File: src/rtl/core/qoi_ram.sv
// ----------------------------------------------------------------------------
// qoi_ram
// generic simple dual-port synchronous ram with registered read
// ----------------------------------------------------------------------------
module qoi_ram #(
  parameter int unsigned Width = 32,
  parameter int unsigned Depth = 64
) (
  input  logic                     clk,
  input  logic                     we,
  input  logic [$clog2(Depth)-1:0] waddr,
  input  logic [Width-1:0]         wdata,
  input  logic [$clog2(Depth)-1:0] raddr,
  output logic [Width-1:0]         rdata
);
  logic [Width-1:0] mem [Depth];

  always_ff @(posedge clk) begin
    if (we) begin
      mem[waddr] <= wdata;
    end
    rdata <= mem[raddr];
  end
endmodule

File: config.mk
export PLATFORM = sky130hd
export DESIGN_NAME = qoi_ram
export DESIGN_NICKNAME = d
export VERILOG_FILES = /design/src/rtl/core/qoi_ram.sv
export SDC_FILE = /design/constraint.sdc
export NUM_CORES = 2
export LEC_CHECK = 0
export ABC_AREA = 1
export BUFFER_PORTS_ARGS = -buffer_cell sky130_fd_sc_hd__buf_2
export CAP_MARGIN = 10
export CORE_ASPECT_RATIO = 1.2
export CORE_MARGIN = 2
export CORE_UTILIZATION = 40
export DETAILED_ROUTE_END_ITERATION = 7
export GPL_TIMING_DRIVEN = 0
export HOLD_SLACK_MARGIN = 0.15
export PLACE_DENSITY = 0.54
export SLEW_MARGIN = 20
export SYNTH_ARGS = -nofsm -noshare
export SYNTH_HDL_FRONTEND = slang
export SYNTH_SLANG_ARGS = --single-unit
File: constraint.sdc
create_clock -name clk -period 7.3 [get_ports clk]
set_clock_uncertainty 0.2 [all_clocks]
set_input_delay 1.46 -clock clk [delete_from_list [all_inputs] [get_ports clk]]
set_output_delay 1.46 -clock clk [all_outputs]
set_load 0.005 [all_outputs]
* Word-level counts from Yosys, hierarchy flattened *
Memories as Yosys holds them, arrays and structs flattened. A register that Yosys moved wholly into a read port is not among the register bits.
Cells that the tools add are included.

word-level totals
  output and inout port bits = 32
  register bits after elaboration = 0
  RAM bits = 2048
  memories kept = 1
  logic and storage cells = 3

operators by class
  muxes and demuxes = 2

memories
  name  words  bits a word  rd ports  clocked after Yosys merged registers in  wr ports  line  text
  mem   64     32           1         1                                        1         16    logic [Width-1:0] mem [Depth];

operator list
  kind               number
  two-way mux 1 bit  2

* Longest topological paths before layout *
  depth after elaboration = 2
  mapped depth = 13
  gate-level depth less buffers = 9

* Worst setup path after synthesis *
OpenSTA, ideal clock, no wires.

  path kind = input port to flip-flop
  start = in we
  end = mem mem[48][0], enable pin
  data required time = 6.598 ns
  path slack = 1.510 ns
  arrival time = 5.088 ns
  cell stages on the path = 3
  path through = clkbuf_1 > nand4_1 > nor4_1

between the ends
  word-level cells in the longest chain between the ends = 2

RTL lines
  what                                     line  text
  start, declared                          10    input logic we,
  two-way mux 1 bit                        19    if (we) begin
  two-way mux 1 bit (not written as such)  20    mem[waddr] <= wdata;
  end, declared                            16

Every way passes these cells.

==> out/results.tsv <==
stage	metric	value	unit
cells_and_area	drive_gt1_share	13.0	%
critical_path	start_kind	primary input	
drt	drc	8	
synth	syn_area_per_cell	12.2	sq um
placement	place_hpwl	241000	um
synth	synth-seq-cells	2080	
drt	top_layer_used	met5	
outcome	status	complete, but fails checks	
power_and_ir_drop	leakagePower	34.4	nW
sta	worst_slew_pin_slew	1.24	ns
synth	ys_warn_count	0	
critical_path	worst_ep_arrival_time	4.84	ns
die	core_area	205000	sq um
cts	cts_sinks	2080	
global_routing	antenna_found_initial	34	
synth	yosys.cell_types.count	16	
critical_path	crit_type	primary input to flop	
synth	seq_area_frac_synth	75.1	%
cts	ctsHtreeMaxLevel	4	
sta	fin_crit_sh	60.2	%
synth	syn_nets	6815	
cts	cts_hold_buf	0	
drt	routedWlPerCell	33.1	um
cts	clkSlewWorstSetupHoldPaths	0.06	ns
global_routing	grt_overflow_total	0	
cts	cts_resized	0	
global_routing	grt_usage	31.7	%
drt	route.met3.wl	37700	um
sta	relSlewSlack	17.7	%
synth	syn-instance-count	6769	
drt	vias	59933	
critical_path	end_kind	flop	
die	io_pins	78	
cells_and_area	final_common_cell	nand2_1	
cts	cts_setup_buffers	0	
cells_and_area	area_delta_synth_final	16.9	%
sta	fmax	227	MHz
hold_path	hp-class	primary input to flop	
drt	viasPerCell	5.88	
die	die_width	419	um
cts	cts_tree	done	
drt	wl_met2	155000	um
power_and_ir_drop	worst_ir_drop_vdd	0.000266	V
placement	post-place-ws	2.42	ns
cts	clk_latency	0.88	ns
critical_path	cp.required	7.74	ns
placement	port_buffers	69	
synth	synth_area	82700	sq um
global_routing	grt_first_pass_wirelength	453000	um
outcome	violations	design-rule violations	
die	initial_core_util	40.3	%
sta	report.final.slew_viol_count	0	
die	row_count	182	
drt	met1_length	119000	um
cts	cts_buffer_depth	3	
placement	gp_congestion	0.991	
drt	drt_iter0_drc	9404	
drt	wirelength	338000	um
global_routing	grt_max_degree	65	
sta	rsz0062_at_grt	false	
run	cap_violations	0	
critical_path	critPathMaxFanout	10	
cells_and_area	layout_common_cells	2,248 x nand2_1, 2,048 x edfxtp_1, 1,907 x nand3_1	
drt	antenna_left	0	
cells_and_area	fillers	18206	
sta	hold_viol	0	
die	design.die.area	211000	sq um
die	fp.dieH	502	um
cells_and_area	fin_nets	7303	
sta	worst_slack	2.90	ns
sta	finalSetupViolations	0	
power_and_ir_drop	power_density	261	nW/um^2
cts	cts_root_buf	clkbuf_16	
drt	first_pass_iters	7	
cts	numCtsBuffers	199	
sta	tns	0	ns
sta	layout_min_cycle_time	4.40	ns
global_routing	grt_pass1_vias	54742	
## layout make-up
type / instances / area, sq um / share of cell area (%)
flip-flops and latches: 2080 / 62100 / 64.2
multi-input cells: 4228 / 18800 / 19.4
diodes: 23 / 57.6 / 0.0595
repair buffers: 287 / 3870 / 4.00
plain buffers: 449 / 2260 / 2.34
well taps: 2760 / 3450 / 3.57
clock inverters: 107 / 768 / 0.794
inverters: 12 / 47.5 / 0.0491
clock buffers: 254 / 5390 / 5.57
## worst max-delay path, cell delays in order
cell     delay [ns]
buf_2          0.20
inv_2          0.27
buf_2          0.70
buf_2          0.49
nand3_1        0.12
nand3_1        0.10
nand3_1        0.19
nand3_1        0.22
nand2_1        0.07
nand2_1        0.63
nand2_1        0.35
## cells by family (layout without fill, tap and decap cells)
group / Yosys count / in the layout / share of synthesized area [%]
and+or+nand+nor: 4228 / 4228 / 22.1
DFF: 2080 / 2080 / 75.1
buffers and inverters: 461 / 1109 / 2.78
other: 0 / 23 / 0
## state kept, by name, indices dropped and copies added, names as in the netlist
signal  flops
rdata      32
mem      2048
## layer usage
metal,GRT usage [%],vias up
met5,0,-
met4,20.3,12
met3,7.27,907
met2,49.9,4094
met1,39.3,29772
li1,-,25148
## Yosys cell counts (all sizes together)
cell type  number  area share, %
nor2           56           0.25
nor4            8          0.060
nand4           9          0.068
edfxtp       2048             74
buf           372            2.4
dfxtp          32           0.77
clkbuf         77           0.35
nand2        2248             10
nand3        1907             12
inv            12          0.057
## power by group
group | internal (mW) | switching (mW) | leakage (nW)
clock network | 5.48 | 4.58 | 3.02
logic | 0.429 | 1.56 | 12.7
registers | 13.2 | 0.0222 | 18.7
total | 19.1 | 6.16 | 34.4
## stage by stage
| stage | power, mW | cells | utilization (%) | hold WS [ns] | instance area, sq um |
|---|---|---|---|---|---|
| 2_1_floorplan | 14.3 | 6769 | - | 0.521 | 82700 |
| 3_5_place_dp | 15.4 | 9816 | 44.1 | 0.758 | 90500 |
| 5_1_grt | 25.8 | 10182 | 47.1 | 0.783 | 96700 |
| 6_report | 25.3 | 10200 | 47.2 | 0.801 | 96800 |
| 3_3_place_gp | 15.3 | 9598 | 42.2 | 0.766 | 86500 |
| 4_1_cts | 25.2 | 10177 | 47.1 | 0.763 | 96700 |
## path summary, 6_finish.rpt
path	slack, ns	depth (start not counted)	end	from
hold reg to reg	0.82	8	rdata[26]	mem[62][26]
setup reg to reg	4.55	8	rdata[9]	mem[11][9]
setup / recovery	2.90	11	rdata[9]	raddr[1]
hold / removal	0.80	1	mem[34][20]	wdata[20]
Power figures use the tool's default switching activity.
